## config.mk

```make
export PLATFORM = sky130hd
export DESIGN_NAME = humidity_temp_frame_decoder
export DESIGN_NICKNAME = d
export VERILOG_FILES = /design/src/sv/htfd_pkg.sv /design/src/sv/humidity_temp_frame_decoder.sv
export SDC_FILE = /design/constraint.sdc
export NUM_CORES = 1
export LEC_CHECK = 0
export BUFFER_PORTS_ARGS = -buffer_cell sky130_fd_sc_hd__buf_2
export CAP_MARGIN = 20
export CELL_PAD_IN_SITES_DETAIL_PLACEMENT = 0
export CELL_PAD_IN_SITES_GLOBAL_PLACEMENT = 1
export CORE_MARGIN = 1.5
export CORE_UTILIZATION = 35
export DETAILED_ROUTE_END_ITERATION = 6
export GPL_ROUTABILITY_DRIVEN = 0
export PLACE_DENSITY_LB_ADDON = 0.1
export SYNTH_ARGS = -nofsm -noshare
export SYNTH_HDL_FRONTEND = slang
export SYNTH_SLANG_ARGS = --single-unit
```

## constraint.sdc

```tcl
create_clock -name clk_i -period 6.32 [get_ports clk_i]
set_input_delay 0.316 -clock clk_i [delete_from_list [all_inputs] [get_ports clk_i]]
set_output_delay 0.316 -clock clk_i [all_outputs]
set_load 0.02 [all_outputs]
```

## src/sv/htfd_pkg.sv

```systemverilog
// constants, widths and helper functions for the measurement frame decoder
// no dependencies; used by the top level and its checker
package htfd_pkg;

  localparam int unsigned BYTE_W   = 8;
  localparam int unsigned WORD_W   = 16;
  localparam int unsigned CENTI_W  = 15;
  localparam int unsigned PROD_W   = 31;
  localparam int unsigned IN_TDATA_W  = 8;
  localparam int unsigned IN_TUSER_W  = 1;
  localparam int unsigned OUT_TDATA_W = 72;

  localparam logic [BYTE_W-1:0]  CRC_POLY = 8'h31;
  localparam logic [BYTE_W-1:0]  CRC_INIT = 8'hFF;
  localparam logic [WORD_W-1:0]  TEMP_SPAN    = 16'd17500;
  localparam logic [WORD_W-1:0]  HUMID_SPAN   = 16'd12500;
  localparam logic [WORD_W-1:0]  TEMP_OFFSET  = 16'd4500;
  localparam logic [WORD_W-1:0]  HUMID_OFFSET = 16'd600;

  localparam int TEMP_CENTI_MIN  = -4500;
  localparam int TEMP_CENTI_MAX  = 13000;
  localparam int HUMID_CENTI_MIN = -600;
  localparam int HUMID_CENTI_MAX = 11900;

  // result beat field positions
  localparam int unsigned TC_LSB = 0;
  localparam int unsigned HC_LSB = TC_LSB + CENTI_W;
  localparam int unsigned TR_LSB = HC_LSB + CENTI_W;
  localparam int unsigned HR_LSB = TR_LSB + WORD_W;
  localparam int unsigned TP_BIT = HR_LSB + WORD_W;
  localparam int unsigned HP_BIT = TP_BIT + 1;
  localparam int unsigned FV_BIT = HP_BIT + 1;

  // crc-8, msb first, no final xor
  function automatic logic [BYTE_W-1:0] crc8_feed(input logic [BYTE_W-1:0] crc,
                                                   input logic [BYTE_W-1:0] b);
    logic [BYTE_W-1:0] v;
    v = crc ^ b;
    for (int k = 0; k < BYTE_W; k++) begin
      v = v[BYTE_W-1] ? ({v[BYTE_W-2:0], 1'b0} ^ CRC_POLY) : {v[BYTE_W-2:0], 1'b0};
    end
    return v;
  endfunction

  // floor(prod / 65535) minus offset, kept to 15 bits
  function automatic logic [CENTI_W-1:0] scale_centi(input logic [PROD_W-1:0] prod,
                                                     input logic [WORD_W-1:0] offset);
    logic [PROD_W:0]   sum;
    logic [WORD_W-1:0] q;
    logic [WORD_W-1:0] s;
    sum = {1'b0, prod} + {17'd0, prod[PROD_W-1:WORD_W]} + {{PROD_W{1'b0}}, 1'b1};
    q   = sum[PROD_W:WORD_W];
    s   = q - offset;
    return s[CENTI_W-1:0];
  endfunction

endpackage

```

## src/sv/humidity_temp_frame_decoder.sv

```systemverilog
// measurement frame decoder: byte stream in, crc-checked scaled readings out
// depends on htfd_pkg
//
//  channel   dir  payload
//  s_axis    in   tdata: data_byte; tuser: frame_start
//  m_axis    out  tdata: temp_centi, humid_centi, temp_raw, humid_raw, flags
//
// one byte per cycle unless stalled; a result beat in the cycle after the sixth byte
// word products are registered at the low word bytes, the divide by 65535
// and offset finish on the crc byte
// reset clears byte position, crc and output valid
// input stalls only while a result beat waits and m_axis_tready is low
module humidity_temp_frame_decoder (
  input  logic                              clk_i,
  input  logic                              rst_ni,
  input  logic                              s_axis_tvalid,
  output logic                              s_axis_tready,
  input  logic [htfd_pkg::IN_TDATA_W-1:0]   s_axis_tdata,  // [7:0] data_byte
  input  logic [htfd_pkg::IN_TUSER_W-1:0]   s_axis_tuser,  // [0] frame_start
  output logic                              m_axis_tvalid,
  input  logic                              m_axis_tready,
  // [14:0] temp_centi, [29:15] humid_centi, [45:30] temp_raw, [61:46] humid_raw,
  // [62] temp_check_pass, [63] humid_check_pass, [64] frame_valid, [71:65] zero
  output logic [htfd_pkg::OUT_TDATA_W-1:0]  m_axis_tdata
);
  import htfd_pkg::*;

  localparam logic [2:0] POS_T_HI  = 3'd0;
  localparam logic [2:0] POS_T_LO  = 3'd1;
  localparam logic [2:0] POS_T_CRC = 3'd2;
  localparam logic [2:0] POS_H_HI  = 3'd3;
  localparam logic [2:0] POS_H_LO  = 3'd4;
  localparam logic [2:0] POS_H_CRC = 3'd5;

  logic [2:0]             pos_q, pos_cur, pos_d;
  logic [BYTE_W-1:0]      crc_q, crc_d, crc_seed, crc_fed;
  logic [WORD_W-1:0]      temp_word_q, temp_word_d;
  logic [WORD_W-1:0]      humid_word_q, humid_word_d;
  logic                   temp_check_q, temp_check_d;
  logic [PROD_W-1:0]      temp_prod_q, humid_prod_q;
  logic [PROD_W-1:0]      temp_prod_d, humid_prod_d;
  logic                   m_valid_q, m_valid_d;
  logic [OUT_TDATA_W-1:0] m_data_q, m_data_d;
  logic [BYTE_W-1:0]      in_byte;
  logic                   accept;
  logic                   humid_pass;

  assign in_byte       = s_axis_tdata[BYTE_W-1:0];
  assign s_axis_tready = !m_valid_q || m_axis_tready;
  assign accept        = s_axis_tvalid && s_axis_tready;
  assign m_axis_tvalid = m_valid_q;
  assign m_axis_tdata  = m_data_q;

  assign pos_cur  = (s_axis_tuser[0] || (pos_q > POS_H_CRC)) ? POS_T_HI : pos_q;
  assign crc_seed = ((pos_cur == POS_T_HI) || (pos_cur == POS_H_HI)) ? CRC_INIT : crc_q;
  assign crc_fed  = crc8_feed(crc_seed, in_byte);
  assign humid_pass = (crc_q == in_byte);

  assign temp_prod_d  = PROD_W'({temp_word_q[WORD_W-1:BYTE_W], in_byte}) * PROD_W'(TEMP_SPAN);
  assign humid_prod_d = PROD_W'({humid_word_q[WORD_W-1:BYTE_W], in_byte}) * PROD_W'(HUMID_SPAN);

  always_comb begin
    pos_d        = pos_cur + 3'd1;
    crc_d        = crc_q;
    temp_word_d  = temp_word_q;
    humid_word_d = humid_word_q;
    temp_check_d = temp_check_q;
    unique case (pos_cur)
      POS_T_HI: begin
        crc_d       = crc_fed;
        temp_word_d = {in_byte, BYTE_W'(0)};
      end
      POS_T_LO: begin
        crc_d       = crc_fed;
        temp_word_d = {temp_word_q[WORD_W-1:BYTE_W], in_byte};
      end
      POS_T_CRC: begin
        temp_check_d = (crc_q == in_byte);
        crc_d        = CRC_INIT;
      end
      POS_H_HI: begin
        crc_d        = crc_fed;
        humid_word_d = {in_byte, BYTE_W'(0)};
      end
      POS_H_LO: begin
        crc_d        = crc_fed;
        humid_word_d = {humid_word_q[WORD_W-1:BYTE_W], in_byte};
      end
      default: begin
        crc_d = CRC_INIT;
        pos_d = POS_T_HI;
      end
    endcase
  end

  always_comb begin
    m_data_d = '0;
    m_data_d[TC_LSB +: CENTI_W] = scale_centi(temp_prod_q, TEMP_OFFSET);
    m_data_d[HC_LSB +: CENTI_W] = scale_centi(humid_prod_q, HUMID_OFFSET);
    m_data_d[TR_LSB +: WORD_W]  = temp_word_q;
    m_data_d[HR_LSB +: WORD_W]  = humid_word_q;
    m_data_d[TP_BIT]            = temp_check_q;
    m_data_d[HP_BIT]            = humid_pass;
    m_data_d[FV_BIT]            = temp_check_q && humid_pass;
  end

  always_comb begin
    m_valid_d = m_valid_q && !m_axis_tready;
    if (accept && (pos_cur == POS_H_CRC)) begin
      m_valid_d = 1'b1;
    end
  end

  always_ff @(posedge clk_i or negedge rst_ni) begin
    if (!rst_ni) begin
      pos_q        <= POS_T_HI;
      crc_q        <= CRC_INIT;
      temp_word_q  <= '0;
      humid_word_q <= '0;
      temp_check_q <= 1'b0;
      m_valid_q    <= 1'b0;
    end else begin
      m_valid_q <= m_valid_d;
      if (accept) begin
        pos_q        <= pos_d;
        crc_q        <= crc_d;
        temp_word_q  <= temp_word_d;
        humid_word_q <= humid_word_d;
        temp_check_q <= temp_check_d;
      end
    end
  end

  always_ff @(posedge clk_i) begin
    if (accept && (pos_cur == POS_T_LO)) begin
      temp_prod_q <= temp_prod_d;
    end
    if (accept && (pos_cur == POS_H_LO)) begin
      humid_prod_q <= humid_prod_d;
    end
    if (accept && (pos_cur == POS_H_CRC)) begin
      m_data_q <= m_data_d;
    end
  end

endmodule

```

# Yosys cells after proc, flatten, opt, wreduce, memory -nomap -nowiden
# Index checks and enable logic that the tools add are counted.
# totals
regBits,167
input_bits,13
output_inout_bits,74
wordCells,74
# op_classes
add_sub_neg,7
n_mul,2
n_lt_le_gt_ge,1
eq_ne,6
muxes,15
n_bitwise,11
reduce_logical,21
# op_table
operator,n
16-bit case mux with 2 select lines,2
"31-bit by 1-bit adder with 31-bit output, second input constant",2
6-bit 2-to-1 mux,8
30-bit by 14-bit adder with 31-bit output,1
31-bit by 15-bit adder with 31-bit output,1
"16-bit by 13-bit multiplier with 29-bit output, second input constant",1
"16-bit by 12-bit multiplier with 28-bit output, second input constant",1
3-bit inverter,8
8-bit 2-to-1 mux,2
"15-bit by 10-bit subtractor with 15-bit output, second input constant",1
"15-bit by 13-bit subtractor with 15-bit output, second input constant",1
8-bit == test,1
8-bit XOR,1
"3-bit by 2-bit == test with 1-bit output, second input constant",2
"3-bit == test, second input constant",2
1-bit logical AND,6
3-bit 2-to-1 mux,2
2-bit AND reduction,3
3-bit AND reduction,2
5-bit OR reduction,1
2-bit nonzero test,2
4-bit OR reduction,1
"3-bit by 1-bit adder with 3-bit output, second input constant",1
"3-bit by 1-bit == test with 1-bit output, second input constant",1
6 further kinds,10

# Depth between registers and ports, before layout
# Gate-level depths: netlist of the first run.
# depth
word_depth,24
ltp_mapped,19
depth_no_buf,19

# Worst setup path before layout of the first run
# Ideal clock, no wire load.
# synth_path
kind,register to register
start,register temp_word_q[10]
end,register temp_prod_q[27] (data pin)
setup_ns,0.260
t_arrival_ns,4.679
t_required_ns,6.060
setup_slack_ns,1.380
stages_incl_launch_ff,20
n_path_buf,0
period_less_slack_ns,4.940
cell_sequence,dfrtp_1 ha_1 inv_1 fa_1 inv_1 ha_1 fa_1 inv_1 fa_1 inv_1 ha_1 and4_1 a21oi_1 a21oi_1 o31ai_1 o21ai_1 nor2b_1 o31ai_1 mux2i_1 nand2_1
# synth_via
elab_chain_cells,1
# synth_rtl
item,line,source
start: declaration,humidity_temp_frame_decoder.sv:37,"logic [WORD_W-1:0] temp_word_q, temp_word_d;"
start signal: assignment,humidity_temp_frame_decoder.sv:127,temp_word_q <= temp_word_d;
16-bit by 13-bit multiplier with 29-bit output,humidity_temp_frame_decoder.sv:59,"assign temp_prod_d = PROD_W'({temp_word_q[WORD_W-1:BYTE_W], in_byte}) * PROD_W'(TEMP_SPAN);"
via temp_prod_d[27],humidity_temp_frame_decoder.sv:41,"logic [PROD_W-1:0] temp_prod_d, humid_prod_d;"
end signal: assignment,humidity_temp_frame_decoder.sv:136,temp_prod_q <= temp_prod_d;
end: declaration,humidity_temp_frame_decoder.sv:40,"logic [PROD_W-1:0] temp_prod_q, humid_prod_q;"
# The timed path passes the listed nets, and every way through them passes these cells.
# A chain may end at the register's enable or synchronous reset.

# Worst setup path in the final report of the first run
# layout_path
start,register temp_word_q[11]
end,register temp_prod_q[27] (data pin)
# The elaborated chain is that of the path after synthesis.

==> summary.txt, run 1 <==
Outcome
  – Run status: finished clean

Finish
  – Final core utilization: 40.1%
  – Inserted Diodes: 0
  – Fill cell count: 3,760
  – Nets@finish: 1,647
  – Area growth from synthesis to final layout: 12.3%
  – Ratio of cells with drive above 1 in the final layout: 12.1%

STA
  – Maximum clock frequency: 184 MHz
  – Period utilisation layout: 86.1%
  – Unrepaired setup endpoints after global routing: no
  – Final count of negative-setup-slack endpoints: 0
  – Clock skew after layout: 0.0110 ns
  – Total count of max-transition violations in the final report: 0
  – Worst setup margin: 0.877 ns
  – Rel. slew slack: 54.6%
  – Setup TNS after final layout: 0 ns
  – Final critical delay including setup and external delays: 5.44 ns
  – Worst Tran Pin Value: 0.679 ns
  – Number of endpoints with negative hold slack in the final report: 0

Route
  – Count of TritonRoute iterations in the first routing pass: 4
  – Count of antenna-violating nets left after detailed routing: 0
  – DRC violations left: 0
  – Vias per inst: 4.67
  – Drt wl/cell: 16.8 um
  – DRT Wirelength: 31,000 um
  – Vias post-DR: 8,619
  – Number of design-rule violations left by the first detailed-router iteration: 367

Global routing
  – First-pass GRT wire length: 50,400 um
  – M2 GR Usage: 24.3%
  – Largest net degree at the start of global routing: 46
  – Overflow left after global routing: 0
  – Global-route track usage on met1: 26.1%
  – Number of antenna violations at the first check in global routing: 0
  – Number of global-route vias before repair: 8,964
  – Most used routing layer in global routing: met1
  – Met3 track demand over resource: 2.34%
  – Overall routing resource usage: 16.8%

Setup path
  – CP max stage delay: 0.53 ns
  – Crit-path cells: ha_1 > inv_1 > fa_1 > inv_1 > ha_1 > fa_1 > inv_1 > fa_1 > inv_1 > ha_1 > and4_1 > a21oi_1 > a21oi_1 > o31ai_1 > o21ai_1 > nor2b_1 > o31ai_1 > mux2i_1 > nand2_1
  – Data required time at the worst endpoint: 6.52 ns
  – Data arrival time at the worst-slack endpoint: 5.64 ns
  – Type of element capturing the critical path: register
  – Kind of start point of the critical path: register
  – Largest driver fanout on the critical path: 8
  – Critical path's most frequent cell: sky130_fd_sc_hd__inv_1
  – Type of the setup path with the least slack: reg -> reg
  – Slowest-stage cell, CP: sky130_fd_sc_hd__dfrtp_1

Yosys
  – Mapped Avg Cell Area: 11.1 um^2
  – Number of synthesized register bits: 167
  – Yosys warning count: 0
  – Number of flops mapped to enable cells by yosys: 122
  – Async set-reset flop share out of synthesis: 26.9%
  – Number of standard cells after synthesis: 1,221
  – Register area share after synthesis: 35.4%
  – Number of library cell types mapped by synthesis: 68
  – Post-synthesis cell area: 13,600 um^2
  – Most used flip-flop cell after synthesis: sky130_fd_sc_hd__edfxtp_1

Hold path
  – Path class of the lowest-slack min-delay path: in -> reg

Clock tree
  – CTS max path bufs: 2
  – Clock latency reported for the late side of the worst-skew pair: 0.45 ns
  – Cell chosen for the clock root: sky130_fd_sc_hd__clkbuf_16
  – Number of hold buffers added after CTS: 1
  – Post-CTS sizing: 0
  – Buffers inserted during post-CTS setup optimization: 0
  – Number of sinks driven by the clock tree: 167
  – Clock-pin transition on the worst setup and hold timing paths: 0.08 ns
  – H-tree depth: 4
  – Total clock buffers created by CTS: 17
  – TritonCTS clock tree: done

Floorplan
  – Initial core utilization: 35.8%
  – Placeable core region: 37,900 um^2
  – Vert. Die Dim: 200 um
  – Cell Rows: 71
  – Die width: 200 um
  – Die Footprint: 39,900 um^2
  – IO Pins: 87

Place
  – Dpl hpwl: 24,600 um
  – Setup Slack @ Placement: 0.711 ns
  – Port buffer count: 79

Flow run
  – Maximum capacitance violations: 0
## sequential cells by signal, indices dropped and copies added (netlist names)
| signal | flops |
|---|---|
| pos_q | 3 |
| humid_prod_q | 28 |
| humid_word_q | 16 |
| crc_q | 8 |
| temp_check_q | 1 |
| m_axis_tdata | 65 |
| temp_word_q | 16 |
| temp_prod_q | 29 |
| m_axis_tvalid | 1 |
## area by class of cell
| cell class | instances | area, um^2 | share of cell area (%) |
|---|---|---|---|
| clock buffer | 18 | 429 | 2.82 |
| clock inverter | 14 | 164 | 1.08 |
| inverter | 244 | 916 | 6.02 |
| multi-input combinational | 801 | 7790 | 51.2 |
| sequential | 167 | 4800 | 31.5 |
| tap | 511 | 639 | 4.20 |
| timing repair buffer | 91 | 488 | 3.21 |
## cells in the mapped netlist (all sizes together) (11+ instances only)
cell      n  area share, %
o21ai    39            1.5
dfrtp    37            6.8
nand2    50            1.4
edfxtp  122             27
mux2     11           0.91
ha      227             21
xnor2    70            4.7
nand2b   12           0.55
nor2     49            1.4
nor3     20           0.74
a21oi    49            1.8
fa       85             13
xor2     33            2.2
inv     244            6.8
a22o     16            1.0
a21o     21            1.2
## through the flow
step	area (um^2)	instances	hold slack [ns]
after global routing	15200	1846	0.237
after detailed placement	14600	1813	0.440
after CTS	15200	1846	0.166
after floorplan	13600	1227	0.0204
final	15200	1846	0.183
after global placement	14600	1813	0.437
## worst max-delay path, delay by kind of cell (launching register included)
kind                       cells  cell delay [ns]
DFF                            1             0.53
and+or+nand+nor                3             0.48
muxes                          1             0.22
adders and majority gates      6             2.50
AOI/OAI and AO/OA              5             1.26
buffers and inverters          4             0.20
## metal layers
layer | up-vias | wire, um
li1 | 4324 | -
met2 | 106 | 12500
met1 | 4168 | 17200
met5 | - | 0
met3 | 21 | 950
met4 | 0 | 424
## placed cells by master (no fill, tap or decap), types with 9 or more instances in the layout
cell	n
sky130_fd_sc_hd__dfrtp_1	37
sky130_fd_sc_hd__xnor2_1	66
sky130_fd_sc_hd__a21o_1	20
sky130_fd_sc_hd__o21ai_0	27
sky130_fd_sc_hd__nor2_1	46
sky130_fd_sc_hd__a22o_1	16
sky130_fd_sc_hd__buf_2	79
sky130_fd_sc_hd__nor3_1	20
sky130_fd_sc_hd__a21oi_1	49
sky130_fd_sc_hd__inv_1	242
sky130_fd_sc_hd__fa_1	85
sky130_fd_sc_hd__clkbuf_16	17
sky130_fd_sc_hd__nand2_1	50
sky130_fd_sc_hd__mux2_2	11
sky130_fd_sc_hd__edfxtp_1	122
sky130_fd_sc_hd__xor2_1	32
sky130_fd_sc_hd__o21ai_1	11
sky130_fd_sc_hd__nand2b_1	12
sky130_fd_sc_hd__nor2b_1	10
sky130_fd_sc_hd__buf_4	11
sky130_fd_sc_hd__a211oi_1	9
sky130_fd_sc_hd__ha_1	227
## logic make-up (layout without fill, tap and decap cells)
logic type / Yosys count / after routing / share of synthesized area [%]
muxes: 12 / 12 / 0.987
AOI/OAI and AO/OA: 185 / 185 / 9.15
xor gates and xnor gates: 103 / 103 / 6.93
adders and majority gates: 313 / 313 / 33.6
other: 1 / 7 / 0.0277
buffers and inverters: 259 / 367 / 7.37
and+or+nand+nor: 181 / 181 / 6.58
DFF: 167 / 167 / 35.4
## path summary, 6_finish.rpt
path / from / to / slack [ns] / cells after the start
worst max register to register: temp_word_q[11] / temp_prod_q[27] / 0.88 / 19
worst min register to register: temp_word_q[7] / m_axis_tdata[37] / 0.45 / 0
max in group asynchronous: rst_ni / humid_word_q[0] / 5.35 / 3
worst min-delay path: m_axis_tready / m_axis_tvalid / 0.18 / 3
min in group asynchronous: rst_ni / temp_word_q[0] / 0.52 / 3
worst max-delay path: temp_word_q[11] / temp_prod_q[27] / 0.88 / 19
Power of run 1 is left out: the tool's default activity adds up to more than one toggle a clock period on the data nets, which glitch-free logic cannot reach.
==> run 2: changes to the inputs <==
--- a/config.mk
+++ b/config.mk
@@ -9,6 +9,7 @@
 export CAP_MARGIN = 20
 export CELL_PAD_IN_SITES_DETAIL_PLACEMENT = 0
 export CELL_PAD_IN_SITES_GLOBAL_PLACEMENT = 1
+export CORE_ASPECT_RATIO = 1.75
 export CORE_MARGIN = 1.5
 export CORE_UTILIZATION = 35
 export DETAILED_ROUTE_END_ITERATION = 6
==> run 2 against run 1 <==
  * Clock-buffer cell count up 2
  * Wire length up 8.6%
  * Sequential share of layout area rose by 0.068 points
  * Non-clock buffer count increased by 2
  * Worst setup slack got worse by 0.11 ns
  * Design area fell by 0.21%
  * First-iteration DRC count down 31%
  * Critical path depth decreased by 2
  * Via count rose by 1.9%
  * Worst hold slack gained 0.0069 ns
==> summary.txt, run 2 (synthesis results as in run 1) <==
Flow run
  – Maximum capacitance violations: 0 (unchanged)

Clock tree
  – Clock-pin transition on the worst setup and hold timing paths: 0.07 ns (about the same)
  – CTS max path bufs: 2 (unchanged)
  – Total clock buffers created by CTS: 17 (unchanged)
  – H-tree depth: 4 (unchanged)
  – Cell chosen for the clock root: sky130_fd_sc_hd__clkbuf_16
  – Clock latency reported for the late side of the worst-skew pair: 0.45 ns (about the same)
  – Buffers inserted during post-CTS setup optimization: 0 (unchanged)
  – Number of sinks driven by the clock tree: 167 (unchanged)
  – TritonCTS clock tree: done

Floorplan
  – Initial core utilization: 35.4% (-0.32 points)
  – Placeable core region: 38,300 um^2 (+0.90%)
  – IO Pins: 87 (unchanged)
  – Vert. Die Dim: 263 um (+32%)
  – Cell Rows: 95 (+34%)
  – Die width: 152 um (-24%)
  – Die Footprint: 40,000 um^2 (+0.12%)

Global routing
  – First-pass GRT wire length: 53,200 um (+5.5%)
  – Number of global-route vias before repair: 9,455 (+5.5%)
  – Global-route track usage on met1: 17.6% (-8.4 points)
  – Number of antenna violations at the first check in global routing: 0 (unchanged)
  – M2 GR Usage: 35.1% (+11 points)
  – Most used routing layer in global routing: met2
  – Overflow left after global routing: 0 (unchanged)
  – Met3 track demand over resource: 2.44% (+0.10 points)
  – Overall routing resource usage: 17.6% (+0.76 points)
  – Largest net degree at the start of global routing: 66 (+43%)

Setup path
  – Slowest-stage cell, CP: sky130_fd_sc_hd__dfrtp_1
  – Cell count of the worst reg-to-reg path: 17 (-2)
  – CP max stage delay: 0.58 ns (+0.05 ns)
  – Data arrival time at the worst-slack endpoint: 5.74 ns (+0.10 ns)
  – Family of cells with the greatest summed delay on the critical path: adder cells
  – Type of element capturing the critical path: register
  – Largest driver fanout on the critical path: 8 (unchanged)
  – Data required time at the worst endpoint: 6.51 ns (about the same)
  – Crit-path cells: ha_1 > fa_1 > ha_1 > fa_1 > inv_1 > fa_1 > inv_1 > ha_1 > and4_1 > a21oi_1 > a21oi_1 > o31ai_1 > o21ai_1 > nor2b_1 > o31ai_1 > mux2i_1 > nand2_1
  – Logic depth of the worst setup path including buffers: 17 (-2)
  – Worst path buffer plus inverter count: 2 (-2)
  – Type of the setup path with the least slack: reg -> reg
  – Kind of start point of the critical path: register

Route
  – Count of TritonRoute iterations in the first routing pass: 4 (unchanged)
  – DRC violations left: 0 (unchanged)
  – Vias post-DR: 8,785 (+1.9%)
  – Vias per inst: 4.82 (+3.3%)
  – Drt wl/cell: 18.5 um (+10%)
  – Count of antenna-violating nets left after detailed routing: 0 (unchanged)
  – DRT Wirelength: 33,700 um (+8.6%)
  – Number of design-rule violations left by the first detailed-router iteration: 255 (-31%)

Hold path
  – Worst Hold Path Cells: 3 (unchanged)
  – Path class of the lowest-slack min-delay path: in -> reg

Finish
  – Top library cells by usage in the layout, fill and taps aside: sky130_fd_sc_hd__inv_1 (242), sky130_fd_sc_hd__ha_1 (227), sky130_fd_sc_hd__edfxtp_1 (122)
  – Ratio of cells with drive above 1 in the final layout: 12.1% (-0.018 points)
  – Inserted Diodes: 0 (unchanged)
  – Nets@finish: 1,649 (+0.12%)
  – Area growth from synthesis to final layout: 12.0%
  – Number of flip-flops in the largest register: 65 (unchanged)
  – Commonest non-fill, non-tap cell in the layout: sky130_fd_sc_hd__inv_1

STA
  – Number of endpoints with negative hold slack in the final report: 0 (unchanged)
  – Setup TNS after final layout: 0 ns (unchanged)
  – Final critical delay including setup and external delays: 5.56 ns (+0.113 ns)
  – Worst Tran Pin Value: 0.980 ns (+0.301 ns)
  – Final count of negative-setup-slack endpoints: 0 (unchanged)
  – Period utilisation layout: 87.9% (+1.8 points)
  – Total count of max-transition violations in the final report: 0 (unchanged)
  – Rel. slew slack: 34.7% (-20 points)
  – Clock skew after layout: 0.0151 ns (+0.00406 ns)
  – Unrepaired setup endpoints after global routing: no
  – Maximum clock frequency: 180 MHz (-2.0%)

Place
  – Dpl hpwl: 27,900 um (+14%)
  – Port buffer count: 79 (unchanged)

Outcome
  – Run status: finished clean
==> run 2: final cells by class <==
cell class	count	area [um^2]
Clock buffer	20	458
Clock inverter	12	115
Fill cell	3808	23100
Inverter	244	916
Multi-Input combinational cell	801	7790
Sequential cell	167	4800
Tap cell	485	607
Timing Repair Buffer	93	503
==> run 2: path summary, 6_finish.rpt <==
check	end	startpoint	slack, ns
hold reg to reg	m_axis_tdata[46]	humid_word_q[0]	0.45
hold / removal	m_axis_tvalid	m_axis_tready	0.19
setup reg to reg	temp_prod_q[27]	temp_word_q[9]	0.76
setup / recovery	temp_prod_q[27]	temp_word_q[9]	0.76
min in group asynchronous	temp_word_q[6]	rst_ni	0.50
max in group asynchronous	humid_word_q[9]	rst_ni	5.37
==> run 2: timing repair <==
action                    4_1_cts  5_1_grt
hold buffers                    1        0
hold endpoints to repair       37        0
resized for setup               0        0
==> run 2: through the flow <==
stage	worst slack, ns	area [um^2]	instances	hold slack (ns)	util [%]
6_report	0.763	15200	1822	0.190	39.7
3_3_place_gp	0.802	14600	1789	0.439	38.2
3_5_place_dp	0.762	14600	1789	0.432	38.2
2_1_floorplan	1.38	13600	1227	0.0204	-
5_1_grt	0.393	15200	1822	0.210	39.7
4_1_cts	0.733	15200	1822	0.166	39.7
==> run 2: worst reg2reg max path, cell delays in order, from the launching register on <==
cell and delay [ns]:
sky130_fd_sc_hd__dfrtp_1 0.58, sky130_fd_sc_hd__ha_1 0.32, sky130_fd_sc_hd__fa_1 0.49, sky130_fd_sc_hd__ha_1 0.32, sky130_fd_sc_hd__fa_1 0.49, sky130_fd_sc_hd__inv_1 0.06
sky130_fd_sc_hd__fa_1 0.52, sky130_fd_sc_hd__inv_1 0.04, sky130_fd_sc_hd__ha_1 0.35, sky130_fd_sc_hd__and4_1 0.23, sky130_fd_sc_hd__a21oi_1 0.21, sky130_fd_sc_hd__a21oi_1 0.11
sky130_fd_sc_hd__o31ai_1 0.53, sky130_fd_sc_hd__o21ai_1 0.26, sky130_fd_sc_hd__nor2b_1 0.20, sky130_fd_sc_hd__o31ai_1 0.28, sky130_fd_sc_hd__mux2i_1 0.22, sky130_fd_sc_hd__nand2_1 0.07
==> run 2: routing by layer <==
metal / part of all wire [%] / vias to the layer above
met5: 0 / -
met4: 3.9 / 0
met2: 58 / 97
li1: - / 4327
met3: 1.6 / 52
met1: 36 / 4309
Power of run 2 is left out for the same reason.
==> run 3: changes to the inputs <==
--- a/config.mk
+++ b/config.mk
@@ -13,7 +13,7 @@
 export CORE_MARGIN = 1.5
 export CORE_UTILIZATION = 35
 export DETAILED_ROUTE_END_ITERATION = 6
-export GPL_ROUTABILITY_DRIVEN = 0
+export MAX_ROUTING_LAYER = met4
 export PLACE_DENSITY_LB_ADDON = 0.1
 export SYNTH_ARGS = -nofsm -noshare
 export SYNTH_HDL_FRONTEND = slang
==> run 3 against run 2 <==
  * Worst hold slack gained 0.00053 ns
  * Critical path depth unchanged
  * Clock skew decreased by 0.00090 ns
  * Via count up 0.13%
  * Highest routed layer unchanged
  * Worst setup slack improved by 0.016 ns
  * Design area unchanged
  * Largest cell class unchanged
  * Clock-buffer cell count unchanged
==> summary.txt, run 3 (synthesis results as in run 1) <==
Route
  – Highest metal used: met4
  – WL met2: 19,600 um (about the same)
  – Count of TritonRoute iterations in the first routing pass: 4 (unchanged)
  – Vias post-DR: 8,796 (+0.13%)
  – DRC violations left: 0 (unchanged)
  – Drt wl/cell: 18.5 um (unchanged)
  – Number of design-rule violations left by the first detailed-router iteration: 253 (-0.78%)
  – Routed metal-1 wirelength: 12,200 um (-0.32%)
  – Vias per inst: 4.83 (+0.13%)
  – Routed length on met3: 549 um (+2.6%)
  – DRT Wirelength: 33,700 um (unchanged)
  – Count of antenna-violating nets left after detailed routing: 0 (unchanged)

STA
  – Worst Tran Pin Value: 0.984 ns (+0.00389 ns)
  – Setup TNS after final layout: 0 ns (unchanged)
  – Unrepaired setup endpoints after global routing: no
  – Final critical delay including setup and external delays: 5.54 ns (-0.0159 ns)
  – Rel. slew slack: 34.4% (-0.26 points)
  – Total count of max-transition violations in the final report: 0 (unchanged)
  – Maximum clock frequency: 180 MHz (+0.29%)
  – Clock skew after layout: 0.0141 ns (-0.000902 ns)
  – Final count of negative-setup-slack endpoints: 0 (unchanged)
  – Number of endpoints with negative hold slack in the final report: 0 (unchanged)
  – Fin Hold WS: 0.190 ns (+0.000526 ns)
  – Period utilisation layout: 87.7% (-0.25 points)

Setup path
  – Endpoint of the most critical register-to-register path: temp_prod_q[27]
  – Largest driver fanout on the critical path: 8 (unchanged)
  – Data required time at the worst endpoint: 6.51 ns (about the same)
  – Launching point of the worst reg2reg path: temp_word_q[9]
  – Type of element capturing the critical path: register
  – Worst path buffer plus inverter count: 2 (unchanged)
  – Data arrival time at the worst-slack endpoint: 5.73 ns (about the same)
  – Kind of start point of the critical path: register
  – Type of the setup path with the least slack: reg -> reg
  – Setup slack of the worst register-to-register path: 0.78 ns (+0.02 ns)
  – Crit-path cells: ha_1 > fa_1 > ha_1 > fa_1 > inv_1 > fa_1 > inv_1 > ha_1 > and4_1 > a21oi_1 > a21oi_1 > o31ai_1 > o21ai_1 > nor2b_1 > o31ai_1 > mux2i_1 > nand2_1
  – CP max stage delay: 0.53 ns (-0.05 ns)
  – Beginning of the critical path: temp_word_q[9]
  – Slowest-stage cell, CP: sky130_fd_sc_hd__fa_1
  – Family of cells with the greatest summed delay on the critical path: adder cells
  – Cell count of the worst reg-to-reg path: 17 (unchanged)

Floorplan
  – Initial core utilization: 35.4% (unchanged)
  – Placeable core region: 38,300 um^2 (unchanged)
  – Die Footprint: 40,000 um^2 (unchanged)
  – IO Pins: 87 (unchanged)
  – Die width: 152 um (unchanged)
  – Vert. Die Dim: 263 um (unchanged)
  – Cell Rows: 95 (unchanged)

Clock tree
  – Total clock buffers created by CTS: 17 (unchanged)
  – Clock-pin transition on the worst setup and hold timing paths: 0.07 ns (about the same)
  – Buffers inserted during post-CTS setup optimization: 0 (unchanged)
  – Number of sinks driven by the clock tree: 167 (unchanged)
  – CTS max path bufs: 2 (unchanged)
  – Cell chosen for the clock root: sky130_fd_sc_hd__clkbuf_16
  – Clock latency reported for the late side of the worst-skew pair: 0.45 ns (about the same)
  – H-tree depth: 4 (unchanged)
  – TritonCTS clock tree: done

Finish
  – Flip-flop and latch area: 4800 um^2 (unchanged)
  – Number of flip-flops in the largest register: 65 (unchanged)
  – Fill cell count: 3,808 (unchanged)
  – Final core utilization: 39.7% (unchanged)
  – Top library cells by usage in the layout, fill and taps aside: sky130_fd_sc_hd__inv_1 (242), sky130_fd_sc_hd__ha_1 (227), sky130_fd_sc_hd__edfxtp_1 (122)
  – Area occupied by multi-input gates: 7790 um^2 (unchanged)
  – Inserted Diodes: 0 (unchanged)
  – Nets@finish: 1,649 (unchanged)
  – Commonest non-fill, non-tap cell in the layout: sky130_fd_sc_hd__inv_1
  – Ratio of cells with drive above 1 in the final layout: 12.1% (unchanged)
  – Area growth from synthesis to final layout: 12.0% (unchanged)

Place
  – Port buffer count: 79 (unchanged)
  – Dpl hpwl: 27,900 um (unchanged)
  – Final weighted congestion of routability-driven global placement: 0.822

Global routing
  – First-pass GRT wire length: 53,200 um (about the same)
  – Overflow left after global routing: 0 (unchanged)
  – Number of antenna violations at the first check in global routing: 0 (unchanged)
  – Largest net degree at the start of global routing: 66 (unchanged)
  – Overall routing resource usage: 18.1% (+0.51 points)
  – Number of global-route vias before repair: 9,466 (+0.12%)

Hold path
  – Worst Hold Path Cells: 3 (unchanged)
  – Hold Crit Start: m_axis_tready
  – Endpoint of the worst hold path: m_axis_tvalid
  – Path class of the lowest-slack min-delay path: in -> reg

Outcome
  – Run status: finished clean

Flow run
  – Maximum capacitance violations: 0 (unchanged)
## run 3: cell counts in the layout (fill, tap and decap cells not counted)
Identical to the previous run, type by type.
## run 3: worst min-delay path: cells and delay by family
kind | cells | cell delay [ns]
and+or+nand+nor | 2 | 0.21
buffers and inverters | 1 | 0.07
## run 3: routing by layer
layer / global-route usage (%) / vias up
li1: - / 4329
met1: 17.6 / 4305
met2: 35.0 / 109
met3: 2.44 / 53
met4: 8.19 / 0
met5: - / -
## run 3: what timing repair did
action                                 CTS  global route
endpoints found under the hold margin   37             0
resized for setup                        0             0
hold buffers                             1             0
## run 3: cell type report
class / instances / area share [%]
flip-flops and latches: 167 / 31.6
inverters: 244 / 6.03
multi-input cells: 801 / 51.3
clock inverters: 12 / 0.758
clock buffers: 20 / 3.01
well taps: 485 / 3.99
repair buffers: 93 / 3.31
## run 3: per-stage QoR
stage               cell area [um^2]  std cells  worst slack (ns)
finish                         15200       1822             0.779
global route                   15200       1822             0.393
CTS                            15200       1822             0.733
detailed placement             14600       1789             0.762
global placement               14600       1789             0.802
floorplan                      13600       1227              1.38
## run 3: how the worst max path moves through the flow
| stage | end | slack [ns] | cells past startpoint |
|---|---|---|---|
| after global routing | temp_prod_q[27] | 0.39 | 19 |
| after global placement | temp_prod_q[27] | 0.80 | 19 |
| after detailed placement | temp_prod_q[27] | 0.76 | 17 |
| after floorplan | temp_prod_q[27] | 1.38 | 19 |
| final | temp_prod_q[27] | 0.78 | 17 |
| after CTS | temp_prod_q[27] | 0.73 | 17 |
Power of run 3 is left out for the same reason.
